<file path="src/rtl/sphere_contact_generation_macros.svh">
// assertion macros for the sphere contact generation block
// no dependencies; included by the top level only
`ifndef SPHERE_CONTACT_GENERATION_MACROS_SVH
`define SPHERE_CONTACT_GENERATION_MACROS_SVH
`ifndef SYNTHESIS
`define SCG_ASSERT(name, clk, rstn, prop) \
  name: assert property (@(posedge clk) disable iff (!rstn) prop) \
    else $error("assertion failed");
`define SCG_ASSERT_NEXT(name, clk, rstn, pre, post) \
  name: assert property (@(posedge clk) disable iff (!rstn) (pre) |=> (post)) \
    else $error("assertion failed");
`else
`define SCG_ASSERT(name, clk, rstn, prop)
`define SCG_ASSERT_NEXT(name, clk, rstn, pre, post)
`endif
`endif

</file>
<file path="src/rtl/scg_pkg.sv">
// shared types and constants for the sphere contact generation block
// no dependencies
`default_nettype none
package scg_pkg;
  localparam logic [14:0] NormOne  = 15'd16384;
  localparam int          RootBits = 32;
  localparam int          RootIdxW = 5;
  localparam int          QuotBits = 15;
  localparam int          QIdxW    = 4;
  localparam int          NumW     = 47;

  typedef enum logic [1:0] {KIND_MISS, KIND_UP, KIND_NORM} kind_e;

  typedef struct packed {
    logic            vld;
    kind_e           kind;
    logic            box;
    logic [31:0]     dbase;
    logic [2:0]      neg;
    logic [2:0][31:0] mag;
  } sq_ctl_t;

  typedef struct packed {
    sq_ctl_t              ctl;
    logic [63:0]          rem;
    logic [RootBits-1:0]  root;
  } sq_item_t;

  typedef struct packed {
    logic        vld;
    kind_e       kind;
    logic [31:0] depth;
    logic [2:0]  neg;
  } dv_ctl_t;

  typedef struct packed {
    dv_ctl_t                    ctl;
    logic [RootBits-1:0]        dlen;
    logic [2:0][NumW-1:0]       rem;
    logic [2:0][QuotBits-1:0]   quo;
  } dv_item_t;
endpackage
`default_nettype wire

</file>
<file path="src/rtl/scg_sqrt_cell.sv">
// one cell of the square root chain: settles one root bit per item
// depends on scg_pkg
`default_nettype none
module scg_sqrt_cell import scg_pkg::*; (
  input  logic                clk_i,
  input  logic                rst_ni,
  input  logic                en_i,
  input  logic [RootIdxW-1:0] bit_i,
  input  sq_item_t            item_i,
  output sq_item_t            item_o
);
  logic [63:0] trial;
  logic [5:0]  sh;
  sq_item_t    item_d, item_q;

  always_comb begin
    sh     = {1'b0, bit_i} + 6'd1;
    trial  = ({32'd0, item_i.root} << sh) | (64'd1 << {bit_i, 1'b0});
    item_d = item_i;
    if (trial <= item_i.rem) begin
      item_d.rem  = item_i.rem - trial;
      item_d.root = item_i.root | (RootBits'(1) << bit_i);
    end
  end

  always_ff @(posedge clk_i or negedge rst_ni) begin
    if (!rst_ni) begin
      item_q <= '0;
    end else if (en_i) begin
      item_q <= item_d;
    end
  end

  assign item_o = item_q;
endmodule
`default_nettype wire

</file>
<file path="config.mk">
export PLATFORM = sky130hd
export DESIGN_NAME = scg_sqrt_cell
export DESIGN_NICKNAME = d
export VERILOG_FILES = /design/src/rtl/sphere_contact_generation_macros.svh /design/src/rtl/scg_pkg.sv /design/src/rtl/scg_sqrt_cell.sv
export SDC_FILE = /design/constraint.sdc
export NUM_CORES = 1
export LEC_CHECK = 0
export BUFFER_PORTS_ARGS = -buffer_cell sky130_fd_sc_hd__buf_4
export CORE_MARGIN = 5
export CORE_UTILIZATION = 45
export DETAILED_ROUTE_END_ITERATION = 10
export GPL_TIMING_DRIVEN = 0
export PLACE_DENSITY = 0.67
export SYNTH_ARGS = -nofsm -noshare
export SYNTH_HDL_FRONTEND = slang
export SYNTH_SLANG_ARGS = --single-unit
</file>
<file path="constraint.sdc">
create_clock -name clk_i -period 1.9 [get_ports clk_i]
set_input_delay 0.19 -clock clk_i [delete_from_list [all_inputs] [get_ports clk_i]]
set_output_delay 0.19 -clock clk_i [all_outputs]
set_load 0.02 [all_outputs]
</file>
# After elaboration in Yosys (flattened, before gate mapping)
# Index checks and enable logic that the tools add are counted.
[totals]
register_bits = 231
inputBits = 239
out_inout_bits = 231
wordCells = 19
[op_classes]
n_addsub = 2
order_cmp = 1
n_shift = 3
mux = 1
n_bitwise = 2
[ops]
columns = ["cell", "n"]
rows = [
  ["$mux 96", 1],
  ["$le 64x64->1", 1],
  ["$or 64x64->64", 1],
  ["$shl 1x6->64 const A", 1],
  ["$shl 32x6->64", 1],
  ["$sub 64x64->64", 1],
  ["$or 32x32->32", 1],
  ["$shl 1x5->32 const A", 1],
  ["$add 5x1->6 const B", 1],
]

# Longest topological paths before layout
[logic_depth]
ltp_word = 5
mapped_depth = 28
depth_no_buf = 23

# Worst setup path after synthesis
# Ideal clock, no wire load.
[synth_timing]
path_kind = "input to register"
start = "in bit_i[0]"
end = "reg item_q, in the netlist item_o[94]"
setup_ns = 0.082
arrival_ns = 5.173
t_required_ns = 1.818
setup_slack_ns = -3.355
path_stages = 24
path_buffers = 5
path_cell_list = "clkbuf_1 -> clkinv_1 -> ha_1 -> clkbuf_1 -> buf_1 -> clkbuf_1 -> mux4_2 -> mux2i_1 -> mux2i_1 -> nor2_1 -> a21oi_1 -> nand2_1 -> ha_1 -> buf_2 -> nand4_2 -> or3_4 -> o22ai_2 -> o32ai_1 -> a21oi_2 -> nor2_1 -> o21a_1 -> or4_1 -> and3_1 -> a31oi_1"
[synth_between]
elab_chain_len = 5
elab_cells_between_ends = 7
classes_between = "2 x add/sub; 1 x order compare; 2 x shift; 1 x mux; 1 x bitwise"
[synth_lines]
columns = ["element", "line", "text"]
rows = [
  ["start, declared", "scg_sqrt_cell.sv:8", "input logic [RootIdxW-1:0] bit_i,"],
  ["$add 5x1->6", "scg_sqrt_cell.sv:17", "sh = {1'b0, bit_i} + 6'd1;"],
  ["$shl 32x6->64", "scg_sqrt_cell.sv:18", "trial = ({32'd0, item_i.root} << sh) | (64'd1 << {bit_i, 1'b0});"],
  ["$or 64x64->64 (*)", "scg_sqrt_cell.sv:18", ""],
  ["$sub 64x64->64 or $le 64x64->1 (tied branches)", "scg_sqrt_cell.sv:21, scg_sqrt_cell.sv:20", ""],
  ["$mux 96 (*)", "scg_sqrt_cell.sv:20", "if (trial <= item_i.rem) begin"],
  ["end signal, assigned", "scg_sqrt_cell.sv:30", "item_q <= item_d;"],
  ["end, declared", "scg_sqrt_cell.sv:14", "sq_item_t item_d, item_q;"],
]
# Mark *: on every way between the ends. The rest lies on a longest branch, timed or not.
# A chain may end at the register's enable or synchronous reset.

# Final worst setup path
[layout_timing]
start = "in bit_i[0]"
end = "reg item_q, in the netlist item_o[32]"
# Same word-level chain as after synthesis.

==> results.json <==
{
  "pwr_density_cell_nw_per_um2": 844.6,
  "rsz0062_at_grt": "true",
  "switching_share": 0.3950,
  "drive_above_1_share": 0.4318,
  "relSlewSlack": 0.2167,
  "insertion_delay_ps": 540,
  "synth-async-reset-ratio": 1.000,
  "drt-wirelength-per-cell_um": 24.88,
  "nets": 2850,
  "grt_usage": 0.3674,
  "cp_data_required_time_ps": 2280,
  "cp_slowest_cell": "a222oi_1",
  "tightest_slew_ps": 1175,
  "yosys.cell_count.top_type": "dfrtp_1",
  "clock_skew_ps": 0,
  "p_int_w": 0.01316,
  "grt_start_max_net_pins": 119,
  "fp.dieH_um": 196.4,
  "port_buffers": 466,
  "fin_crit_ps": 4654,
  "start_kind": "input port",
  "worst_ir_drop_vdd_v": 0.0008274,
  "synth_edf_count": 0,
  "start_util": 0.4536,
  "synth_nets": 2045,
  "gp_congestion": 0.9983,
  "drt_pass1_iterations": 7,
  "numClockSinks": 231,
  "grt_overflow_total": 0,
  "power_frac_comb": 0.496,
  "crit_chain": "buf_8, clkbuf_16, clkinv_8, ha_4, buf_12, buf_12, mux4_2, mux2i_2, nand2_1, o21ai_4, o21ai_1, a222oi_1, ha_2, a21o_1, a311oi_2, o21ai_1, a21oi_2, buf_4, o21ai_4, buf_12, buf_12, o21ai_2, a21oi_1",
  "fin_util": 0.7472,
  "h-tree-depth": 1,
  "period_share": 2.449,
  "die-area_um2": 38560,
  "yosys_register_bits": 231,
  "synth_area_um2": 15630,
  "final_area_um2": 25750,
  "setup_slack_ps": -2754,
  "netlist.top_cell.by_area": "dfrtp_1",
  "area_delta_synth_final_pct": 64.74,
  "grt_pass1_vias": 18370,
  "clock_path_buffers": 3,
  "cts.clk_slew.worst_paths_ps": 60,
  "yosysUniqueCellTypes": 70,
  "critPathMaxStageDelay_ps": 640,
  "run_status": "finished, violations left",
  "holdWs_ps": 10.40,
  "slew_viol_final": 0,
  "first_iter_violations": 1693,
  "cts_buffers": 25,
  "design.core.area_um2": 34460,
  "holdCritPathClass": "input port to flip-flop",
  "place_area_um2": 19960,
  "synthTopCellsByCount": "dfrtp_1 (231), a21oi_1 (209), nand2_1 (205)",
  "synthTopCellsByArea": "dfrtp_1 (37%), mux2_2 (11%), a21oi_1 (6.7%)",
  "cts_tree": "yes",
  "vias": 17880,
  "syn_area_per_cell_um2": 9.009,
  "synthFlopType": "dfrtp_1",
  "rows": 68,
  "synth_warnings": 0,
  "critPathMaxFanout": 10,
  "leakagePower_nw": 11.22,
  "setup.worst_path.end_class": "flip-flop",
  "routed_via_density": 5.936,
  "clockRootBuffer": "clkbuf_16",
  "fmax_mhz": 214.9,
  "violations": "negative setup slack",
  "synth_cells": 1735,
  "power_frac_clock": 0.225,
  "wl_um": 74950,
  "ioPinCount": 470,
  "p_sw_w": 0.008590,
  "synth_top_area_share": 0.3698,
  "crit_path_frequent_cell": "buf_12",
  "crit_type": "input port to flip-flop",
  "worstPathArrival_ps": 5030,
  "synth-seq-area-share": 0.3698,
  "grt_pass1_wl_um": 110900,
  "dp_hpwl_um": 52740,
  "route.detailed.drc": 0,
  "die_w_um": 196.4,
  "setup_viol": 96,
  "finalHoldViolations": 0,
  "ant_nets": 0,
  "antenna_found_initial": 2,
  "maxCapViolCount": 0,
  "seqPwrFrac": 0.279,
  "largest_reg_flops": 231
}
[what timing repair did]
| action | in CTS | in global routing |
|---|---|---|
| resized for setup | 348 | 132 |
| pin swaps | 152 | 54 |
| endpoints found under the hold margin | 337 | 2 |
| hold buffers | 221 | 2 |
| setup buffers | 85 | 18 |
| gates cloned | 4 | 0 |
| endpoints found under the setup margin | 99 | 96 |
[per-layer routing]
layer / wire (um) / vias up / track usage
met2: 34910 / 954 / 0.5886
met1: 29630 / 8750 / 0.4747
li1: - / 7953 / -
met5: 0 / - / 0
met3: 6568 / 227 / 0.08940
met4: 3843 / 0 / 0.1647
[area by class of cell]
type	count	area [um2]
Antenna cell	1	2.502
Buffer	97	743.2
Clock buffer	35	693.2
Clock inverter	9	103.9
Fill cell	2409	8710
Inverter	30	132.6
Multi-Input combinational cell	1360	10980
Sequential cell	231	5781
Tap cell	455	569.3
Timing Repair Buffer	795	6748
[stage by stage]
stage               TNS [ps]  total power, W  cells  setup slack, ps
floorplan            -226520         0.01111   1735            -2461
global placement     -692600         0.01439   2656            -4934
detailed placement   -436300         0.01448   2658            -4534
CTS                  -232500         0.02105   2997            -2515
global route         -261470         0.02265   3013            -2810
finish               -251330         0.02175   3013            -2754
[worst max-delay path: cells and delay by family]
family	cells	cell delay, ps
muxes	2	750
buffers and inverters	8	1020
AOI/OAI and AO/OA	10	2140
and+or+nand+nor	1	150
adders and majority gates	2	750
[power groups by stage]
stage	Clock, W	Sequential, W	Combinational, W
after floorplan	0	0.00693	0.00418
after global placement	0	0.00607	0.00832
after detailed placement	0	0.00610	0.00838
after CTS	0.00493	0.00603	0.0101
after global routing	0.00513	0.00615	0.0114
final	0.00489	0.00607	0.0108
[cells by family after synthesis]
logic type      after synthesis  synth area share
simple gates                525            0.1504
compound gates              506            0.1972
flops                       231            0.3698
mux                         205            0.1600
buf+inv                     144           0.03554
fa+ha+maj                    71           0.05732
xor+xnor                     53           0.02970
[layout by cell type (no fill, tap or decap), types with 19 or more instances in the layout]
master,count
a21o_1,29
a21oi_1,127
a21oi_2,64
a21oi_4,19
a31oi_1,40
buf_4,553
clkbuf_1,60
clkbuf_16,33
dfrtp_1,231
dlygate4sd3_1,223
ha_1,47
inv_1,26
mux2_2,140
mux4_2,21
nand2_1,180
nand2_2,21
nand3_1,23
nand4_1,25
nor2_1,137
o21ai_0,42
o21ai_1,24
xnor2_1,31
xor2_1,19
[final timing paths]
kind                            depth (start not counted)        from           to  slack, ps
worst max-delay path                                   23    bit_i[0]   item_o[32]      -2750
worst min-delay path                                    3  item_i[58]   item_o[58]         10
worst max register to register                          1  item_o[99]   item_o[99]       1070
worst min register to register                          1  item_o[88]   item_o[88]        500
max in group asynchronous                               3      rst_ni  item_o[222]        470
min in group asynchronous                               2      rst_ni   item_o[20]        320
Note: power is estimated with default switching activity, not from simulation.
