[src/rtl/sphere_contact_generation_macros.svh]
// assertion macros for the sphere contact generation block
// no dependencies; included by the top level only
`ifndef SPHERE_CONTACT_GENERATION_MACROS_SVH
`define SPHERE_CONTACT_GENERATION_MACROS_SVH
`ifndef SYNTHESIS
`define SCG_ASSERT(name, clk, rstn, prop) \
  name: assert property (@(posedge clk) disable iff (!rstn) prop) \
    else $error("assertion failed");
`define SCG_ASSERT_NEXT(name, clk, rstn, pre, post) \
  name: assert property (@(posedge clk) disable iff (!rstn) (pre) |=> (post)) \
    else $error("assertion failed");
`else
`define SCG_ASSERT(name, clk, rstn, prop)
`define SCG_ASSERT_NEXT(name, clk, rstn, pre, post)
`endif
`endif

[src/rtl/scg_pkg.sv]
// shared types and constants for the sphere contact generation block
// no dependencies
`default_nettype none
package scg_pkg;
  localparam logic [14:0] NormOne  = 15'd16384;
  localparam int          RootBits = 32;
  localparam int          RootIdxW = 5;
  localparam int          QuotBits = 15;
  localparam int          QIdxW    = 4;
  localparam int          NumW     = 47;

  typedef enum logic [1:0] {KIND_MISS, KIND_UP, KIND_NORM} kind_e;

  typedef struct packed {
    logic            vld;
    kind_e           kind;
    logic            box;
    logic [31:0]     dbase;
    logic [2:0]      neg;
    logic [2:0][31:0] mag;
  } sq_ctl_t;

  typedef struct packed {
    sq_ctl_t              ctl;
    logic [63:0]          rem;
    logic [RootBits-1:0]  root;
  } sq_item_t;

  typedef struct packed {
    logic        vld;
    kind_e       kind;
    logic [31:0] depth;
    logic [2:0]  neg;
  } dv_ctl_t;

  typedef struct packed {
    dv_ctl_t                    ctl;
    logic [RootBits-1:0]        dlen;
    logic [2:0][NumW-1:0]       rem;
    logic [2:0][QuotBits-1:0]   quo;
  } dv_item_t;
endpackage
`default_nettype wire

[src/rtl/scg_div_cell.sv]
// one cell of the normal divider chain: one quotient bit for all three axes
// depends on scg_pkg
`default_nettype none
module scg_div_cell import scg_pkg::*; (
  input  logic             clk_i,
  input  logic             rst_ni,
  input  logic             en_i,
  input  logic [QIdxW-1:0] k_i,
  input  dv_item_t         item_i,
  output dv_item_t         item_o
);
  logic [NumW-1:0] sub;
  dv_item_t        item_d, item_q;

  always_comb begin
    sub    = {15'd0, item_i.dlen} << k_i;
    item_d = item_i;
    for (int i = 0; i < 3; i++) begin
      if (item_i.rem[i] >= sub) begin
        item_d.rem[i] = item_i.rem[i] - sub;
        item_d.quo[i] = item_i.quo[i] | (QuotBits'(1) << k_i);
      end
    end
  end

  always_ff @(posedge clk_i or negedge rst_ni) begin
    if (!rst_ni) begin
      item_q <= '0;
    end else if (en_i) begin
      item_q <= item_d;
    end
  end

  assign item_o = item_q;
endmodule
`default_nettype wire
[config.mk]
export PLATFORM = sky130hd
export DESIGN_NAME = scg_div_cell
export DESIGN_NICKNAME = d
export VERILOG_FILES = /design/src/rtl/sphere_contact_generation_macros.svh /design/src/rtl/scg_pkg.sv /design/src/rtl/scg_div_cell.sv
export SDC_FILE = /design/constraint.sdc
export NUM_CORES = 1
export LEC_CHECK = 0
export BUFFER_PORTS_ARGS = -buffer_cell sky130_fd_sc_hd__clkbuf_2
export CORE_ASPECT_RATIO = 1.2
export CORE_MARGIN = 4
export CORE_UTILIZATION = 50
export CTS_BUF_LIST = sky130_fd_sc_hd__clkbuf_4 sky130_fd_sc_hd__clkbuf_8 sky130_fd_sc_hd__clkbuf_16
export CTS_CLUSTER_DIAMETER = 120
export DETAILED_ROUTE_END_ITERATION = 7
export GPL_TIMING_DRIVEN = 0
export PLACE_DENSITY = 0.83
export REMOVE_ABC_BUFFERS = 1
export SLEW_MARGIN = 20
export SYNTH_ARGS = -nofsm -noshare
export SYNTH_HDL_FRONTEND = slang
export SYNTH_SLANG_ARGS = --single-unit
[constraint.sdc]
create_clock -name clk_i -period 1.1 [get_ports clk_i]
set_clock_uncertainty 0.2 [all_clocks]
set_input_delay 0.165 -clock clk_i [delete_from_list [all_inputs] [get_ports clk_i]]
set_output_delay 0.165 -clock clk_i [all_outputs]
set_load 0.03 [all_outputs]
# == Word-level counts from Yosys, hierarchy flattened ==
# Index checks and enable logic that the tools add are counted.
# classes
add_sub_neg,3
magnitude_cmp,3
n_shift,2
n_mux,6
bitwise_logic,3
# op_table
op,n
>= comparator 47 bit,3
2-to-1 mux 47 bit,3
subtractor 47 bit,3
left shift 32 x 4 -> 47 bit,1
2-to-1 mux 15 bit,3
OR 15 bit,3
left shift 1 x 4 -> 15 bit (first input constant),1
# word_totals
reg_bits,256
input_bits,263
output_inout_bits,256

# == Depth between registers and ports, before layout ==
# logic_depth
ltp_word,3
depth_mapped,22

# == Least setup slack after synthesis ==
# No wires, ideal clock.
# synth_timing
kind,input -> register
start,input k_i[1]
end,register item_q (netlist bit item_o[100])
setup_ns,0.125
arrival_ns,4.391
required_time_ns,0.775
path_slack_ns,-3.616
cell_stages,19
cell_sequence,clkbuf_1 > clkbuf_1 > buf_1 > mux4_2 > mux2i_1 > nor2_1 > a21oi_1 > ha_1 > and3_1 > a21o_1 > a211oi_1 > or3b_1 > a41o_1 > a21oi_4 > o41ai_4 > buf_2 > nor2_1 > a21oi_1 > mux2_2
# synth_via
elab_chain_len,3
word_cells_on_any_way,4
classes_between,add/sub: 1; order compare: 1; shift: 1; mux: 1
# synth_rtl
item,line,source
"start, declared",scg_div_cell.sv:8,"input logic [QIdxW-1:0] k_i,"
left shift 32 x 4 -> 47 bit (*),scg_div_cell.sv:16,"sub = {15'd0, item_i.dlen} << k_i;"
subtractor 47 bit / >= comparator 47 bit (equally long branches),"scg_div_cell.sv:20, scg_div_cell.sv:19",
2-to-1 mux 47 bit (*),scg_div_cell.sv:19,if (item_i.rem[i] >= sub) begin
"end signal, assigned",scg_div_cell.sv:30,item_q <= item_d;
"end, declared",scg_div_cell.sv:13,"dv_item_t item_d, item_q;"
# Every way passes the cells marked *; elsewhere a longest branch is shown, timed or not.
# A chain may end at the register's enable or synchronous reset.

# == Worst setup path after layout ==
# layout_timing
start,input k_i[1]
end,register item_q (netlist bit item_o[26])
# layout_via
elab_chain_len,3
word_cells_on_any_way,5
classes_between,order compare: 1; shift: 2; mux: 1; bitwise: 1
# layout_rtl
item,line
left shift 32 x 4 -> 47 bit / left shift 1 x 4 -> 15 bit (equally long branches),"scg_div_cell.sv:16, scg_div_cell.sv:21"
>= comparator 47 bit / OR 15 bit (equally long branches),"scg_div_cell.sv:19, scg_div_cell.sv:21"
2-to-1 mux 15 bit (*),scg_div_cell.sv:19
# Marked as above.

==> summary.txt <==
Power
  – Pwr dens: 1510 mW/mm²
  – Leak pwr: 13.6 nW
  – Peak ir drop on the vdd network: 1700 µV
  – Post-route total power: 46.0 mW

CTS
  – Clock edge transition at the registers on the reported setup and hold paths: 0.08 ns
  – # hold bufs at CTS: 256
  – CTS sink count: 256
  – Max Buffers Root-to-Sink: 3
  – CTS tree: yes
  – Clk_lat worst skew: 0.59 ns
  – Htree depth: 1
  – Library cell used as clock root buffer: sky130_fd_sc_hd__clkbuf_16
  – Number of buffers inserted during clock tree synthesis: 29

Timing
  – Final Hold Violating Endpoints: 212
  – Part of the cycle the worst path needs: 357%
  – Min Hold Slack: -0.696 ns
  – Setup repair after global routing missed its margin: true
  – Count of endpoints failing setup in the final report: 504
  – Worst relative slew slack: 47.8%
  – Crit path time final: 3.93 ns
  – Final Worst Setup Slack: -2.83 ns
  – Maximum clock frequency: 255 MHz
  – Max-slew violation total from the final report: 0
  – Slew of the pin with the lowest slew margin: 0.784 ns

Drt
  – Antenna viol nets, final: 0
  – Final routed wire length divided by cell count: 24.0 µm
  – DRC violations left: 0
  – Number of optimization iterations in the first detailed-route pass: 8
  – DRT iter0 DRCs: 2275
  – Via count: 24200
  – DR vias/cell: 6.29
  – Total Wirelength: 92200 µm

Finish
  – Utilization after layout: 76.7%
  – Max reg flops: 256
  – FILL cells: 2557
  – Flip-flop and latch area: 0.00641 mm²
  – Combined area of the multi-input logic cells: 0.0150 mm²
  – Area added between synthesis and finish: 51.7%
  – Area of all placed cells without fillers: 0.0305 mm²
  – Nets: 3690
  – Proportion of layout cells with a drive suffix above 1: 35.4%

Place
  – Routability Congestion: 0.946
  – Instance area at placement: 0.0232 mm²
  – Count of buffers from port buffering: 518
  – Half-perimeter wire length after detailed placement: 56900 µm

Synthesis
  – Number of flops mapped to enable cells by yosys: 0
  – Fraction of registers with async set or reset after synthesis: 100%
  – Yosys warning total: 0
  – Area contributors post-synth: sky130_fd_sc_hd__dfrtp_1 32%, sky130_fd_sc_hd__ha_1 9.0%, sky130_fd_sc_hd__a21oi_1 6.9%
  – Top-area cell type share of the netlist area: 31.9%
  – Most frequent cell after synthesis: sky130_fd_sc_hd__nand2_1
  – Commonest register cell after synthesis: sky130_fd_sc_hd__dfrtp_1
  – #FFs+latches synth: 256
  – Synthesized area per cell: 8.25 µm²
  – Count of cell types in the netlist: 76
  – Post-Syn Instances: 2437
  – Netlist area before placement: 0.0201 mm²
  – Most frequent cells after synthesis: 359 x sky130_fd_sc_hd__nand2_1, 276 x sky130_fd_sc_hd__a21oi_1, 275 x sky130_fd_sc_hd__nor2_1, 256 x sky130_fd_sc_hd__dfrtp_1, 144 x sky130_fd_sc_hd__ha_1
  – Fraction of the yosys area taken by sequential cells: 31.9%
  – Dominant cell type by area after synthesis: sky130_fd_sc_hd__dfrtp_1

Worst hold path
  – Path class of the lowest-slack min-delay path: in -> async

Outcome
  – Result of the run: finished, violations left
  – Violated checks: hold timing, setup timing

Worst setup path
  – Worst EP arrival: 4.19 ns
  – Setup CP Type: in -> reg
  – Required time of the critical path: 1.36 ns
  – Setup crit end kind: register
  – CP max FO: 7
  – Critical path startpoint category: primary input

GRT
  – Wire length of the first global-routing pass: 132000 µm
  – Via count of the first global-routing pass: 24300
  – GRT Residual Overflow: 0
  – Number of antenna violations at the first check in global routing: 6
  – Maximum number of pins on one net before global-route repair: 126
  – Global-route usage over all layers: 38.6%

Floorplanning
  – Y dimension of the die: 228 µm
  – Top-level port count: 519
  – Horizontal die dimension: 191 µm
  – Starting utilization of the core area: 50.6%
  – Core region area: 0.0397 mm²
  – Floorplan die area: 0.0435 mm²
  – Num rows: 80

Job
  – Max Cap Viol: 0
## worst max-delay path, stage by stage
cell	delay, ns
sky130_fd_sc_hd__clkbuf_16	0.14
sky130_fd_sc_hd__mux4_2	0.56
sky130_fd_sc_hd__a21oi_4	0.20
sky130_fd_sc_hd__nor2_2	0.06
sky130_fd_sc_hd__a21oi_2	0.15
sky130_fd_sc_hd__buf_6	0.16
sky130_fd_sc_hd__ha_4	0.23
sky130_fd_sc_hd__and3_4	0.16
sky130_fd_sc_hd__a21o_1	0.20
sky130_fd_sc_hd__a211oi_4	0.28
sky130_fd_sc_hd__or3b_4	0.46
sky130_fd_sc_hd__a41o_4	0.25
sky130_fd_sc_hd__a21oi_4	0.17
sky130_fd_sc_hd__o41ai_4	0.12
sky130_fd_sc_hd__buf_4	0.17
sky130_fd_sc_hd__buf_12	0.13
sky130_fd_sc_hd__buf_12	0.14
sky130_fd_sc_hd__clkbuf_16	0.17
sky130_fd_sc_hd__a21oi_4	0.14
sky130_fd_sc_hd__a21oi_1	0.08
## layout make-up
| class | count | share of cell area, % |
|---|---|---|
| antenna | 6 | 0.0492 |
| clock buffer | 38 | 2.72 |
| clock inverter | 16 | 0.665 |
| inverter | 47 | 0.706 |
| multi-input combinational | 2007 | 49.3 |
| sequential | 256 | 21.0 |
| tap | 533 | 2.19 |
| timing repair buffer | 935 | 23.2 |
| timing repair inverter | 4 | 0.176 |
## where the power goes
| group | internal [mW] | switching [mW] | leakage (nW) |
|---|---|---|---|
| Clock | 6.27 | 4.52 | 0.508 |
| Combinational | 8.98 | 14.2 | 10.2 |
| Sequential | 11.0 | 1.08 | 2.93 |
## timing repair
| action | 4_1_cts | 5_1_grt |
|---|---|---|
| resized for setup | 345 | 185 |
| cloned | 20 | 2 |
| buffers inserted | 101 | 35 |
| endpoints found under the setup margin | 504 | 504 |
| pin swaps | 90 | 95 |
| hold endpoints to repair | 464 | 211 |
## stage by stage
step	setup WS, ns	setup TNS [ns]	std cells	hold slack (ns)
after global routing	-2.86	-637.61	3842	-0.674
after floorplan	-4.24	-667.38	2306	-0.331
after detailed placement	-5.42	-991.77	3374	-0.0809
after global placement	-9.80	-3188.84	3357	0.198
final	-2.83	-611.87	3842	-0.696
after CTS	-2.56	-571.98	3805	-0.710
## cells by family (layout without fill, tap and decap cells)
group           count (synthesis)  in the layout  synth area share (%)
flops                         256            256                  31.9
xor+xnor                      120            120                  5.23
buf+inv                       178           1040                  3.48
compound gates                742            742                  22.9
other cells                     0              6                     0
fa+ha+maj                     147            147                  9.26
simple gates                  850            854                  18.4
mux                           144            144                  8.91
## final timing paths
path,from,end,slack (ns),cells past startpoint
hold reg to reg,item_o[127]$_DFFE_PN0P_,item_o[127]$_DFFE_PN0P_,0.30,2
setup / recovery,k_i[1],item_o[26]$_DFFE_PN0P_,-2.83,20
hold / removal,rst_ni,item_o[65]$_DFFE_PN0P_,-0.70,1
max in group asynchronous,rst_ni,item_o[238]$_DFFE_PN0P_,0.36,3
min in group clk_i,k_i[2],item_o[23]$_DFFE_PN0P_,-0.04,4
setup reg to reg,item_o[175]$_DFFE_PN0P_,item_o[175]$_DFFE_PN0P_,-0.01,2
## placed cells by master (no fill, tap or decap), drive strengths merged, types with 8 or more instances in the layout
master	netlist	routed
a211oi	26	26
a21o	72	72
a21oi	278	278
a22oi	8	8
a31oi	123	123
and2	12	12
and3	22	22
and4	9	9
buf	30	154
clkbuf	101	563
clkinv	1	10
dfrtp	256	256
dlygate4sd3	0	256
ha	144	144
inv	46	48
mux2	90	90
mux2i	35	35
mux4	19	19
nand2	359	363
nand2b	14	14
nand3	50	50
nand4	25	25
nor2	275	275
nor2b	18	18
nor3	31	31
o211ai	17	17
o21a	11	11
o21ai	112	112
o21bai	23	23
o31ai	9	9
or2	9	9
xnor2	84	84
xor2	36	36
## routing by layer
layer | share of wire, % | global-route usage (%) | vias to the layer above
li1 | - | - | 10500
met1 | 34 | 42.7 | 11400
met2 | 48 | 66.6 | 1661
met3 | 9.4 | 6.92 | 529
met4 | 9.3 | 28.9 | 0
met5 | 0 | 0 | -
No activity file was read; power rests on OpenSTA's default activity.
